**src/sfp_pkg.sv**
```systemverilog
package sfp_pkg;

    localparam int DIM_W    = 13;
    localparam int POS_X_W  = 12;
    localparam int POS_Y_W  = 18;
    localparam int STATUS_W = 3;
    localparam int HGT_W    = 19;

    localparam logic OP_PLACE = 1'b0;
    localparam logic OP_CLEAR = 1'b1;

    localparam logic [STATUS_W-1:0] ST_OLD_SHELF = 3'd0;
    localparam logic [STATUS_W-1:0] ST_NEW_SHELF = 3'd1;
    localparam logic [STATUS_W-1:0] ST_TOO_WIDE  = 3'd2;
    localparam logic [STATUS_W-1:0] ST_FULL      = 3'd3;
    localparam logic [STATUS_W-1:0] ST_CLEARED   = 3'd4;

    typedef struct packed {
        logic [DIM_W-1:0] used;
        logic [DIM_W-1:0] height;
    } shelf_t;

    typedef struct packed {
        logic [POS_X_W-1:0]  pos_x;
        logic [POS_Y_W-1:0]  pos_y;
        logic [STATUS_W-1:0] status;
        logic [HGT_W-1:0]    sheet_height;
    } result_t;

    typedef struct packed {
        logic    valid;
        result_t res;
    } push_t;

endpackage

```
**src/sfp_in_if.sv**
```systemverilog
interface sfp_in_if;
    logic                      valid;
    logic                      ready;
    logic                      op;
    logic [sfp_pkg::DIM_W-1:0] rect_width;
    logic [sfp_pkg::DIM_W-1:0] rect_height;

    modport source (output valid, output op, output rect_width, output rect_height,
                    input ready);
    modport sink   (input valid, input op, input rect_width, input rect_height,
                    output ready);
endinterface

```
**src/sfp_out_if.sv**
```systemverilog
interface sfp_out_if;
    logic                         valid;
    logic                         ready;
    logic [sfp_pkg::POS_X_W-1:0]  pos_x;
    logic [sfp_pkg::POS_Y_W-1:0]  pos_y;
    logic [sfp_pkg::STATUS_W-1:0] status;
    logic [sfp_pkg::HGT_W-1:0]    sheet_height;

    modport source (output valid, output pos_x, output pos_y, output status,
                    output sheet_height, input ready);
    modport sink   (input valid, input pos_x, input pos_y, input status,
                    input sheet_height, output ready);
endinterface

```
**src/sfp_ram.sv**
```systemverilog
module sfp_ram #(
    parameter int WIDTH  = 26,
    parameter int DEPTH  = 64,
    parameter int ADDR_W = (DEPTH > 1) ? $clog2(DEPTH) : 1
) (
    input  logic              clk,
    input  logic              we,
    input  logic [ADDR_W-1:0] waddr,
    input  logic [WIDTH-1:0]  wdata,
    input  logic              re,
    input  logic [ADDR_W-1:0] raddr,
    output logic [WIDTH-1:0]  rdata
);

    logic [WIDTH-1:0] mem_reg [DEPTH];
    logic [WIDTH-1:0] rdata_reg;

    always_ff @(posedge clk)
    begin
        if (we)
        begin
            mem_reg[waddr] <= wdata;
        end
        if (re)
        begin
            rdata_reg <= mem_reg[raddr];
        end
    end

    assign rdata = rdata_reg;

endmodule

```
**src/sfp_out_stage.sv**
```systemverilog
module sfp_out_stage (
    input  logic                 clk,
    input  logic                 rst_n,
    input  sfp_pkg::push_t       push,
    output logic                 slot_free,
    sfp_out_if.source            out_ch
);

    logic                     valid_reg;
    logic                     valid_next;
    sfp_pkg::result_t         data_reg;
    sfp_pkg::result_t         data_next;

    assign slot_free = !valid_reg || out_ch.ready;

    always_comb
    begin
        valid_next = valid_reg;
        data_next  = data_reg;
        if (push.valid && slot_free)
        begin
            valid_next = 1'b1;
            data_next  = push.res;
        end
        else if (out_ch.ready)
        begin
            valid_next = 1'b0;
        end
    end

    always_ff @(posedge clk or negedge rst_n)
    begin
        if (!rst_n)
        begin
            valid_reg <= 1'b0;
            data_reg  <= '0;
        end
        else
        begin
            valid_reg <= valid_next;
            data_reg  <= data_next;
        end
    end

    assign out_ch.valid        = valid_reg;
    assign out_ch.pos_x        = data_reg.pos_x;
    assign out_ch.pos_y        = data_reg.pos_y;
    assign out_ch.status       = data_reg.status;
    assign out_ch.sheet_height = data_reg.sheet_height;

endmodule

```
**src/sfp_ctrl.sv**
```systemverilog
module sfp_ctrl #(
    parameter int MAX_SHELVES = 64,
    parameter int MAX_DIM     = 4096,
    parameter int IDX_W       = (MAX_SHELVES > 1) ? $clog2(MAX_SHELVES) : 1
) (
    input  logic                      clk,
    input  logic                      rst_n,
    sfp_in_if.sink                    in_ch,
    input  logic                      cfg_wr_en,
    input  logic [sfp_pkg::DIM_W-1:0] cfg_wr_data,
    output logic                      ram_re,
    output logic [IDX_W-1:0]          ram_raddr,
    input  sfp_pkg::shelf_t           ram_rdata,
    output logic                      ram_we,
    output logic [IDX_W-1:0]          ram_waddr,
    output sfp_pkg::shelf_t           ram_wdata,
    output sfp_pkg::push_t            push,
    input  logic                      slot_free
);

    localparam int CNT_W = $clog2(MAX_SHELVES + 1);
    localparam int DW    = sfp_pkg::DIM_W;
    localparam int YW    = sfp_pkg::POS_Y_W;
    localparam int HW    = sfp_pkg::HGT_W;

    typedef enum logic [1:0] {S_IDLE, S_SCAN, S_PUSH} state_t;

    state_t                state_reg,       state_next;
    logic [DW-1:0]         sheet_width_reg, sheet_width_next;
    logic [CNT_W-1:0]      count_reg,       count_next;
    logic [HW-1:0]         total_reg,       total_next;
    logic [DW-1:0]         w_reg,           w_next;
    logic [DW-1:0]         h_reg,           h_next;
    logic [CNT_W-1:0]      rd_idx_reg,      rd_idx_next;
    logic                  chk_valid_reg,   chk_valid_next;
    logic [IDX_W-1:0]      chk_idx_reg,     chk_idx_next;
    logic [YW-1:0]         y_reg,           y_next;
    sfp_pkg::result_t      res_reg,         res_next;

    logic [DW-1:0]         eff_width;
    logic                  too_wide;
    logic                  issue;
    logic [DW:0]           used_sum;
    logic                  fit;

    always_comb
    begin
        if (32'(sheet_width_reg) > MAX_DIM)
        begin
            eff_width = DW'(MAX_DIM);
        end
        else
        begin
            eff_width = sheet_width_reg;
        end
    end

    assign too_wide = (in_ch.rect_width == '0) || (in_ch.rect_width > eff_width)
                      || (32'(in_ch.rect_height) > MAX_DIM);

    assign issue    = rd_idx_reg < count_reg;
    assign used_sum = {1'b0, ram_rdata.used} + {1'b0, w_reg};
    assign fit      = chk_valid_reg && (ram_rdata.height >= h_reg)
                      && (used_sum <= {1'b0, eff_width});

    assign in_ch.ready = (state_reg == S_IDLE);
    assign ram_re      = (state_reg == S_SCAN) && issue;
    assign ram_raddr   = rd_idx_reg[IDX_W-1:0];
    assign push.valid  = (state_reg == S_PUSH);
    assign push.res    = res_reg;

    always_comb
    begin
        state_next       = state_reg;
        sheet_width_next = cfg_wr_en ? cfg_wr_data : sheet_width_reg;
        count_next       = count_reg;
        total_next       = total_reg;
        w_next           = w_reg;
        h_next           = h_reg;
        rd_idx_next      = rd_idx_reg;
        chk_valid_next   = chk_valid_reg;
        chk_idx_next     = chk_idx_reg;
        y_next           = y_reg;
        res_next         = res_reg;
        ram_we           = 1'b0;
        ram_waddr        = chk_idx_reg;
        ram_wdata        = '0;

        case (state_reg)
            S_IDLE:
            begin
                if (in_ch.valid)
                begin
                    w_next         = in_ch.rect_width;
                    h_next         = in_ch.rect_height;
                    rd_idx_next    = '0;
                    chk_valid_next = 1'b0;
                    y_next         = '0;
                    if (in_ch.op == sfp_pkg::OP_CLEAR)
                    begin
                        count_next = '0;
                        total_next = '0;
                        res_next   = '{pos_x: '0, pos_y: '0, status: sfp_pkg::ST_CLEARED,
                                       sheet_height: '0};
                        state_next = S_PUSH;
                    end
                    else if (too_wide)
                    begin
                        res_next   = '{pos_x: '0, pos_y: '0, status: sfp_pkg::ST_TOO_WIDE,
                                       sheet_height: total_reg};
                        state_next = S_PUSH;
                    end
                    else
                    begin
                        state_next = S_SCAN;
                    end
                end
            end

            S_SCAN:
            begin
                // one shelf read issued and one shelf checked per cycle
                chk_valid_next = issue;
                chk_idx_next   = rd_idx_reg[IDX_W-1:0];
                if (issue)
                begin
                    rd_idx_next = rd_idx_reg + CNT_W'(1);
                end
                if (fit)
                begin
                    ram_we     = 1'b1;
                    ram_waddr  = chk_idx_reg;
                    ram_wdata  = '{used: used_sum[DW-1:0], height: ram_rdata.height};
                    res_next   = '{pos_x: ram_rdata.used[sfp_pkg::POS_X_W-1:0],
                                   pos_y: y_reg, status: sfp_pkg::ST_OLD_SHELF,
                                   sheet_height: total_reg};
                    state_next = S_PUSH;
                end
                else
                begin
                    if (chk_valid_reg)
                    begin
                        y_next = y_reg + YW'(ram_rdata.height);
                    end
                    if (!issue)
                    begin
                        if (count_reg == CNT_W'(MAX_SHELVES))
                        begin
                            res_next = '{pos_x: '0, pos_y: '0, status: sfp_pkg::ST_FULL,
                                         sheet_height: total_reg};
                        end
                        else
                        begin
                            ram_we     = 1'b1;
                            ram_waddr  = count_reg[IDX_W-1:0];
                            ram_wdata  = '{used: w_reg, height: h_reg};
                            count_next = count_reg + CNT_W'(1);
                            total_next = total_reg + HW'(h_reg);
                            res_next   = '{pos_x: '0, pos_y: total_reg[YW-1:0],
                                           status: sfp_pkg::ST_NEW_SHELF,
                                           sheet_height: total_reg + HW'(h_reg)};
                        end
                        state_next = S_PUSH;
                    end
                end
            end

            S_PUSH:
            begin
                if (slot_free)
                begin
                    state_next = S_IDLE;
                end
            end

            default:
            begin
                state_next = S_IDLE;
            end
        endcase
    end

    always_ff @(posedge clk or negedge rst_n)
    begin
        if (!rst_n)
        begin
            state_reg       <= S_IDLE;
            sheet_width_reg <= DW'(1024);
            count_reg       <= '0;
            total_reg       <= '0;
            w_reg           <= '0;
            h_reg           <= '0;
            rd_idx_reg      <= '0;
            chk_valid_reg   <= 1'b0;
            chk_idx_reg     <= '0;
            y_reg           <= '0;
            res_reg         <= '0;
        end
        else
        begin
            state_reg       <= state_next;
            sheet_width_reg <= sheet_width_next;
            count_reg       <= count_next;
            total_reg       <= total_next;
            w_reg           <= w_next;
            h_reg           <= h_next;
            rd_idx_reg      <= rd_idx_next;
            chk_valid_reg   <= chk_valid_next;
            chk_idx_reg     <= chk_idx_next;
            y_reg           <= y_next;
            res_reg         <= res_next;
        end
    end

endmodule

```
**src/shelf_first_fit_packer.sv**
```systemverilog
// Shelf first-fit rectangle packer.
//
// in_ch carries one request per beat: op selects place or clear, rect_width
// and rect_height give the rectangle. out_ch returns exactly one result beat
// per request: pos_x, pos_y, status and the sheet height after the request.
// cfg_wr_en / cfg_wr_data write the sheet width; write it only while idle.
//
// Timing: a place request reads the shelf table one shelf per cycle through
// the single read port of the shelf memory and stops on the first shelf that
// fits; a request that opens a new shelf or finds the table full reads every
// open shelf first. Clear and too-wide requests skip the scan. One request
// is worked on at a time; the next is taken the cycle after the result moves
// into the output register.
//
// Reset clears the shelf count, the total height and the output register and
// sets the sheet width to 1024. The shelf memory needs no clearing: only
// entries below the shelf count are read, and each was written on opening.
// When the receiver stalls, the result holds in the output register and a
// new request may still be accepted and scanned; it then waits for the slot.
module shelf_first_fit_packer #(
    parameter int MAX_SHELVES = 64,
    parameter int MAX_DIM     = 4096
) (
    input  logic                      clk,
    input  logic                      rst_n,
    sfp_in_if.sink                    in_ch,
    sfp_out_if.source                 out_ch,
    input  logic                      cfg_wr_en,
    input  logic [sfp_pkg::DIM_W-1:0] cfg_wr_data
);

    localparam int IDX_W = (MAX_SHELVES > 1) ? $clog2(MAX_SHELVES) : 1;

    logic             ram_re;
    logic [IDX_W-1:0] ram_raddr;
    sfp_pkg::shelf_t  ram_rdata;
    logic             ram_we;
    logic [IDX_W-1:0] ram_waddr;
    sfp_pkg::shelf_t  ram_wdata;
    sfp_pkg::push_t   push;
    logic             slot_free;

    // Shelf table: used width and height of each shelf in one word.
    sfp_ram #(
        .WIDTH  ($bits(sfp_pkg::shelf_t)),
        .DEPTH  (MAX_SHELVES),
        .ADDR_W (IDX_W)
    ) u_ram (
        .clk   (clk),
        .we    (ram_we),
        .waddr (ram_waddr),
        .wdata (ram_wdata),
        .re    (ram_re),
        .raddr (ram_raddr),
        .rdata (ram_rdata)
    );

    // Scan sequencer: accept, read-check-update shelves, build the result.
    sfp_ctrl #(
        .MAX_SHELVES (MAX_SHELVES),
        .MAX_DIM     (MAX_DIM),
        .IDX_W       (IDX_W)
    ) u_ctrl (
        .clk         (clk),
        .rst_n       (rst_n),
        .in_ch       (in_ch),
        .cfg_wr_en   (cfg_wr_en),
        .cfg_wr_data (cfg_wr_data),
        .ram_re      (ram_re),
        .ram_raddr   (ram_raddr),
        .ram_rdata   (ram_rdata),
        .ram_we      (ram_we),
        .ram_waddr   (ram_waddr),
        .ram_wdata   (ram_wdata),
        .push        (push),
        .slot_free   (slot_free)
    );

    // Output register: hold the result beat until the receiver takes it.
    sfp_out_stage u_out (
        .clk       (clk),
        .rst_n     (rst_n),
        .push      (push),
        .slot_free (slot_free),
        .out_ch    (out_ch)
    );

endmodule

```
**src/flat_wrapper.sv**
```systemverilog
// flat-port wrapper written by rule: the top's interface ports become plain ports
module shelf_first_fit_packer_flat 
#(
    parameter int MAX_SHELVES = 64,
    parameter int MAX_DIM     = 4096
)
  (clk, rst_n, cfg_wr_en, cfg_wr_data, in_ch_valid, in_ch_op, in_ch_rect_width, in_ch_rect_height, in_ch_ready, out_ch_valid, out_ch_pos_x, out_ch_pos_y, out_ch_status, out_ch_sheet_height, out_ch_ready);
  sfp_in_if in_ch_i ();
  sfp_out_if out_ch_i ();
  input  logic clk;
  input  logic rst_n;
  input  logic cfg_wr_en;
  input  logic [sfp_pkg::DIM_W-1:0] cfg_wr_data;
  input wire logic [$bits(in_ch_i.valid)-1:0] in_ch_valid;
  input wire logic [$bits(in_ch_i.op)-1:0] in_ch_op;
  input wire logic [$bits(in_ch_i.rect_width)-1:0] in_ch_rect_width;
  input wire logic [$bits(in_ch_i.rect_height)-1:0] in_ch_rect_height;
  output wire logic [$bits(in_ch_i.ready)-1:0] in_ch_ready;
  output wire logic [$bits(out_ch_i.valid)-1:0] out_ch_valid;
  output wire logic [$bits(out_ch_i.pos_x)-1:0] out_ch_pos_x;
  output wire logic [$bits(out_ch_i.pos_y)-1:0] out_ch_pos_y;
  output wire logic [$bits(out_ch_i.status)-1:0] out_ch_status;
  output wire logic [$bits(out_ch_i.sheet_height)-1:0] out_ch_sheet_height;
  input wire logic [$bits(out_ch_i.ready)-1:0] out_ch_ready;
  assign in_ch_i.valid = in_ch_valid;
  assign in_ch_i.op = in_ch_op;
  assign in_ch_i.rect_width = in_ch_rect_width;
  assign in_ch_i.rect_height = in_ch_rect_height;
  assign in_ch_ready = in_ch_i.ready;
  assign out_ch_valid = out_ch_i.valid;
  assign out_ch_pos_x = out_ch_i.pos_x;
  assign out_ch_pos_y = out_ch_i.pos_y;
  assign out_ch_status = out_ch_i.status;
  assign out_ch_sheet_height = out_ch_i.sheet_height;
  assign out_ch_i.ready = out_ch_ready;
  shelf_first_fit_packer #(.MAX_SHELVES(MAX_SHELVES), .MAX_DIM(MAX_DIM)) u_core (.clk(clk), .rst_n(rst_n), .in_ch(in_ch_i), .out_ch(out_ch_i), .cfg_wr_en(cfg_wr_en), .cfg_wr_data(cfg_wr_data));
endmodule
```
**config.mk**
```make
export PLATFORM = sky130hd
export DESIGN_NAME = shelf_first_fit_packer_flat
export DESIGN_NICKNAME = d
export VERILOG_FILES = /design/src/sfp_pkg.sv /design/src/sfp_in_if.sv /design/src/sfp_out_if.sv /design/src/sfp_ram.sv /design/src/sfp_out_stage.sv /design/src/sfp_ctrl.sv /design/src/shelf_first_fit_packer.sv /design/src/flat_wrapper.sv
export SDC_FILE = /design/constraint.sdc
export NUM_CORES = 2
export LEC_CHECK = 0
export BUFFER_PORTS_ARGS = -buffer_cell sky130_fd_sc_hd__buf_2
export CAP_MARGIN = 20
export CORE_ASPECT_RATIO = 1.75
export CORE_MARGIN = 4
export CORE_UTILIZATION = 24
export DETAILED_ROUTE_END_ITERATION = 8
export HOLD_SLACK_MARGIN = 0.08
export SYNTH_ARGS = -nofsm -noshare
export SYNTH_HDL_FRONTEND = slang
export SYNTH_HIERARCHICAL = 1
export SYNTH_SLANG_ARGS = --single-unit
```
**constraint.sdc**
```tcl
create_clock -name clk -period 8 [get_ports clk]
set_input_delay 1.6 -clock clk [delete_from_list [all_inputs] [get_ports clk]]
set_output_delay 1.6 -clock clk [all_outputs]
set_load 0.03 [all_outputs]
```
After elaboration in Yosys (flattened, before gate mapping)
Memory sizes are Yosys's and may differ from the RTL's. A register that Yosys moved wholly into a read port is not among the register bits.
Cells that the tools add are included.
- add/subtract/negate cells: 5
- order comparisons: 6
- equality and inequality tests: 13
- mux-type cells: 52
- reductions and logical operators: 19
- operators by type and width (kind ; count):
    52-bit two-way mux ; 5
    26-bit two-way mux ; 4
    52-bit case mux with 2 select lines ; 1
    19-bit two-way mux ; 5
    18-bit two-way mux ; 3
    7-bit two-way mux ; 7
    40-bit two-way mux ; 1
    19-bit case mux with 2 select lines ; 1
    18-bit case mux with 2 select lines ; 1
    7-bit case mux with 2 select lines ; 2
    13-bit > comparator (second input constant) ; 2
    6-bit two-way mux ; 4
    19-bit by 13-bit adder with 19-bit output ; 1
    18-bit by 13-bit adder with 18-bit output ; 1
    13-bit by 13-bit adder with 14-bit output ; 1
    7-bit by 1-bit adder with 7-bit output (second input constant) ; 2
    14-bit by 13-bit <= comparator with 1-bit output ; 1
    2-bit != test (second input constant) ; 7
    13-bit greater-or-equal comparator ; 1
    13-bit > comparator ; 1
    13-bit logical NOT ; 1
    13-bit two-way mux ; 1
    2-bit two-way mux ; 6
    1-bit two-way mux ; 9
    other kinds (18) ; 27
- flip-flop bits (word level): 204
- RAM bits: 1664
- word-level logic and storage cells: 115
- memories kept: 1
- memories (name ; words ; bits a word ; rd ports ; clocked after Yosys merged registers in ; wr ports ; line ; source):
    u_core.u_ram.mem_reg ; 64 ; 26 ; 1 ; 1 ; 1 ; sfp_ram.sv:15 ; logic [WIDTH-1:0] mem_reg [DEPTH];

Longest topological paths before layout
- word-level depth: 9
- gate-level depth with buffers: 24
- gate-level depth less buffers: 21

Hierarchy
The synthesis kept the hierarchy.
- by module, submodules not included (module ; instances ; cells each ; area an instance (um^2)):
    sfp_ram ; 1 ; 2841 ; 64443.1
    sfp_ctrl ; 1 ; 1132 ; 10156.0
    sfp_out_stage ; 1 ; 113 ; 2187.1

Worst setup path after synthesis
OpenSTA, ideal clock, no wires.
- path kind: reg2reg
- start: register u_core.u_ctrl.w_reg[0]
- end: memory u_core.u_ram.mem_reg[0][1], data pin
- library setup time: 0.702 ns
- arrival time: 6.256 ns
- path slack: 1.042 ns
- stages on the path, launching flop included: 19
- clock period less this slack: 6.958 ns
- cell sequence: dfrtp_1 ha_1 inv_1 fa_1 nor2b_1 o21a_1 o21ai_0 a211o_1 a211o_1 nand3_1 ha_1 nand3_1 nor4_1 or3_1 o221ai_2 o31a_1 nand3_1 clkbuf_1 o21ai_0
- RTL lines (what ; line ; source):
    from (decl) ; sfp_ctrl.sv:32 ; logic [DW-1:0] w_reg, w_next;
    from (signal assigned) ; sfp_ctrl.sv:205 ; w_reg <= w_next;
    to (decl) ; sfp_ram.sv:15 ;

Worst setup path in the final report
- start: register u_core.u_ctrl.w_reg[0]
- end: memory u_core.u_ram.mem_reg[16][3], enable pin
- cells in the longest elaborated chain, start to end: 7
- elaborated cells between the ends (all ways): 9
- classes of those cells: add/sub (1); order compare (1); mux (6); reduce/logical (1)
- RTL lines (what ; line ; source):
    13-bit by 13-bit adder with 14-bit output ; sfp_ctrl.sv:62 ; assign used_sum = {1'b0, ram_rdata.used} + {1'b0, w_reg};
    14-bit by 13-bit <= comparator with 1-bit output ; sfp_ctrl.sv:64 ; && (used_sum <= {1'b0, eff_width});
    1-bit logical AND ; sfp_ctrl.sv:64 ;
    1-bit two-way mux ; sfp_ctrl.sv:129 ; if (fit)
    1-bit two-way mux ; sfp_ctrl.sv:89 ; case (state_reg)
    named net u_core.ram_we ; shelf_first_fit_packer.sv:37 ; logic ram_we;
    1-bit two-way mux ; sfp_ram.sv:20 ; if (we)
    1-bit two-way mux (not written as such) ; sfp_ram.sv:22 ; mem_reg[waddr] <= wdata;
The timed path passes the listed nets, and every way through them passes these cells.

==> key figures <==
Clock tree
  – TritonCTS buffer count: 169
  – Clk root buf: clkbuf_16
  – TritonCTS clock tree: done
  – Clock sink count: 1894
  – Clock slew at reported path FFs: 60 ps
  – Hold_buf cts: 0
  – Clk_lat worst skew: roughly 840 ps
  – Buffer depth of the longest clock path: 4
  – Post-cts sizing count: 0
  – H-tree depth: 4
  – Post-CTS setup buffers: 0

Routing
  – Routed vias: about 40000
  – WL/cell: 24.3 um
  – DRT iter0 DRCs: roughly 3900
  – DRT Wirelength: between 200 and 250 mm
  – Post-detailed-route count of antenna-violating nets: 0
  – Drt first pass iters: 6
  – DR DRC count: 0
  – Via density: 4.68

Yosys
  – Synth area leader: edfxtp_1
  – FF+latch count, synth: 1894
  – Syn Inst Count: 4086
  – Most used DFF post-synth: edfxtp_1
  – Yosys warning total: 6
  – Post-synth top cells: edfxtp_1 (1690), mux4_2 (362), mux2i_1 (230)
  – Syn avg cell area: between 15 and 20 um^2
  – Share of Yosys cell area claimed by the top area cell type: 66.1%
  – Register area share after synthesis: 72.7%
  – Netlist cell types: 77
  – EDFF count, synth: 1690
  – Mapped cell area: ~77000 um^2
  – Syn nets: 4221
  – Async SR Flop Fraction: 10.8%
  – Largest cells by area after synthesis: edfxtp_1 (66%), mux4_2 (11%), dfrtp_1 (6.6%), mux2i_1 (3.0%), ha_1 (1.4%)
  – Count leader, synth: edfxtp_1

Die
  – Initial Util: 24.1%
  – Die width: 436 um
  – Die area: about 330000 um^2
  – Die Ht: approximately 760 um
  – Io pins: 99
  – Site Rows: 274
  – Core area: 318000 um^2

Timing
  – Relative slew slack: 24.3%
  – Worst Hold Slack: 491 ps
  – Final Max Slew Viols: 0
  – Period utilisation layout: 85.9%
  – Setup WS post-layout: 1130 ps
  – Setup TNS: 0 ps
  – Final hold violation count: 0
  – Achievable frequency: 146 MHz
  – Setup Viol. Count Final: 0
  – Clk_skew: between 70 and 80 ps
  – RSZ-0062 raised after global routing: false
  – Worst slew pin tran: 1120 ps
  – Fin crit period: a little under 7000 ps

Setup path
  – CP endpoint kind: register
  – Crit path kind: register to register
  – Startpoint types: register
  – Crit-path max FO: 26
  – Data required, critical path: 8390 ps
  – Critical path data arrival time: 7260 ps

Min path
  – HP Class: register to register

Flow run
  – Max-Cap Viols: 0

Power
  – VDD IR max: 158 uV
  – Cell area power density: ~210 nW/um^2
  – Leak: 0.0239 uW

Cells and area
  – Final nets: 4419
  – Fillers: 31300
  – Final Instance Count excl. Fillers: 8556
  – Layout area overhead: 15.5%
  – Layout cells sized above 1: 24.1%
  – Post-Route Utilization: 27.9%
  – Max FFs per register: 1664

Global routing
  – Gr ovfl total: 0
  – Antenna violations before repair: 12
  – Total track usage: between 10% and 20%
  – First-pass GRT wire length: 301 mm
  – Vias in the first global route: 41700
  – Largest net degree at the start of global routing: 104

Outcome
  – Status: completed

Place
  – GP Congestion: 0.860
  – Dpl cells: 8245
  – Dpl ws: 1390 ps
  – Detailed placement HPWL: 136 mm
  – Port Buffer Count: 98
[path summary, 6_finish.rpt]
| path | from | slack (ps) | to | cells past startpoint |
|---|---|---|---|---|
| setup / recovery | u_core/u_ctrl/w_reg[0]$_DFFE_PN0P_ | 1130 | u_core/u_ram/mem_reg[16][3]$_DFFE_PP_ | 22 |
| hold / removal | u_core/u_ctrl/push[21]$_DFFE_PN0P_ | 490 | u_core/u_ctrl/push[21]$_DFFE_PN0P_ | 1 |
| setup reg to reg | u_core/u_ctrl/w_reg[0]$_DFFE_PN0P_ | 1130 | u_core/u_ram/mem_reg[16][3]$_DFFE_PP_ | 22 |
| hold reg to reg | u_core/u_ctrl/push[21]$_DFFE_PN0P_ | 490 | u_core/u_ctrl/push[21]$_DFFE_PN0P_ | 1 |
| max in group asynchronous | rst_n | 5870 | u_core/u_ctrl/push[28]$_DFFE_PN0P_ | 2 |
| min in group asynchronous | rst_n | 760 | u_core/u_ctrl/push[16]$_DFFE_PN0P_ | 1 |
[where the power goes]
group | internal, uW | total [uW] | switching (uW)
Combinational | 33.0 | 98.1 | 65.0
Clock | 4680 | 8290 | 3610
Sequential | 10600 | 10600 | 5.02
[metrics by stage]
| stage | cell area [um^2] | power (uW) |
|---|---|---|
| final | 88700 | 19000 |
| after global routing | 88700 | 19600 |
| after CTS | 88600 | 19200 |
| after detailed placement | 83100 | 10900 |
| after global placement | 83100 | 10900 |
| after floorplan | 76800 | 10900 |
[logic make-up (layout without fill, tap and decap cells)]
logic type	count (synthesis)	count (layout)	synth area share, %
compound gates	596	596	5.28
xor+xnor	29	29	0.331
fa+ha+maj	90	90	1.50
buf+inv	301	623	1.94
flops	1894	1894	72.7
mux	673	673	15.0
other cells	0	8	0
simple gates	503	503	3.16
[critical path, stage by stage (launching register included)]
cell	delay (ps)
dfrtp_1	370
ha_1	220
inv_1	70
fa_1	410
nor2b_1	130
o21a_1	190
o21ai_0	170
a211oi_1	270
o21ai_0	150
nor2b_1	190
xnor2_1	140
ha_1	280
nand3_1	100
nor4_1	430
or3_1	190
o221ai_2	270
nor3_2	230
buf_4	280
nor2_1	150
nor2_1	310
nor2b_1	300
nand2_1	590
nor2_4	960
[layout make-up]
cell class | count | area, um^2 | area share [%]
Clock buffer | 203 | 4490 | 5.06
Tap cell | 4140 | 5180 | 5.84
Sequential cell | 1894 | 55900 | 63.0
Multi-Input combinational cell | 1891 | 20000 | 22.6
Timing Repair Buffer | 260 | 1900 | 2.14
Inverter | 68 | 255 | 0.288
Antenna cell | 8 | 20.0 | 0.0226
Clock inverter | 92 | 993 | 1.12
[per-layer routing]
metal	track usage, %	part of all wire, %	up-vias
li1	-	-	17100
met1	13.3	35	21100
met2	22.2	52	1441
met3	1.61	5.1	429
met4	8.38	7.9	2
met5	0	0.0067	-
[cells in the final DEF (no fill, tap or decap), drive strengths merged, types with 54 or more instances in the layout]
cell type  count
mux2i        230
a22oi         86
mux2          81
nor2         131
o22ai         62
buf          257
clkinv        61
nand3         54
mux4         362
nand2        151
a31oi         88
dfrtp        203
clkbuf       206
o21ai         98
ha            87
edfxtp      1690
inv           75
No activity file was read; power rests on OpenSTA's default activity.
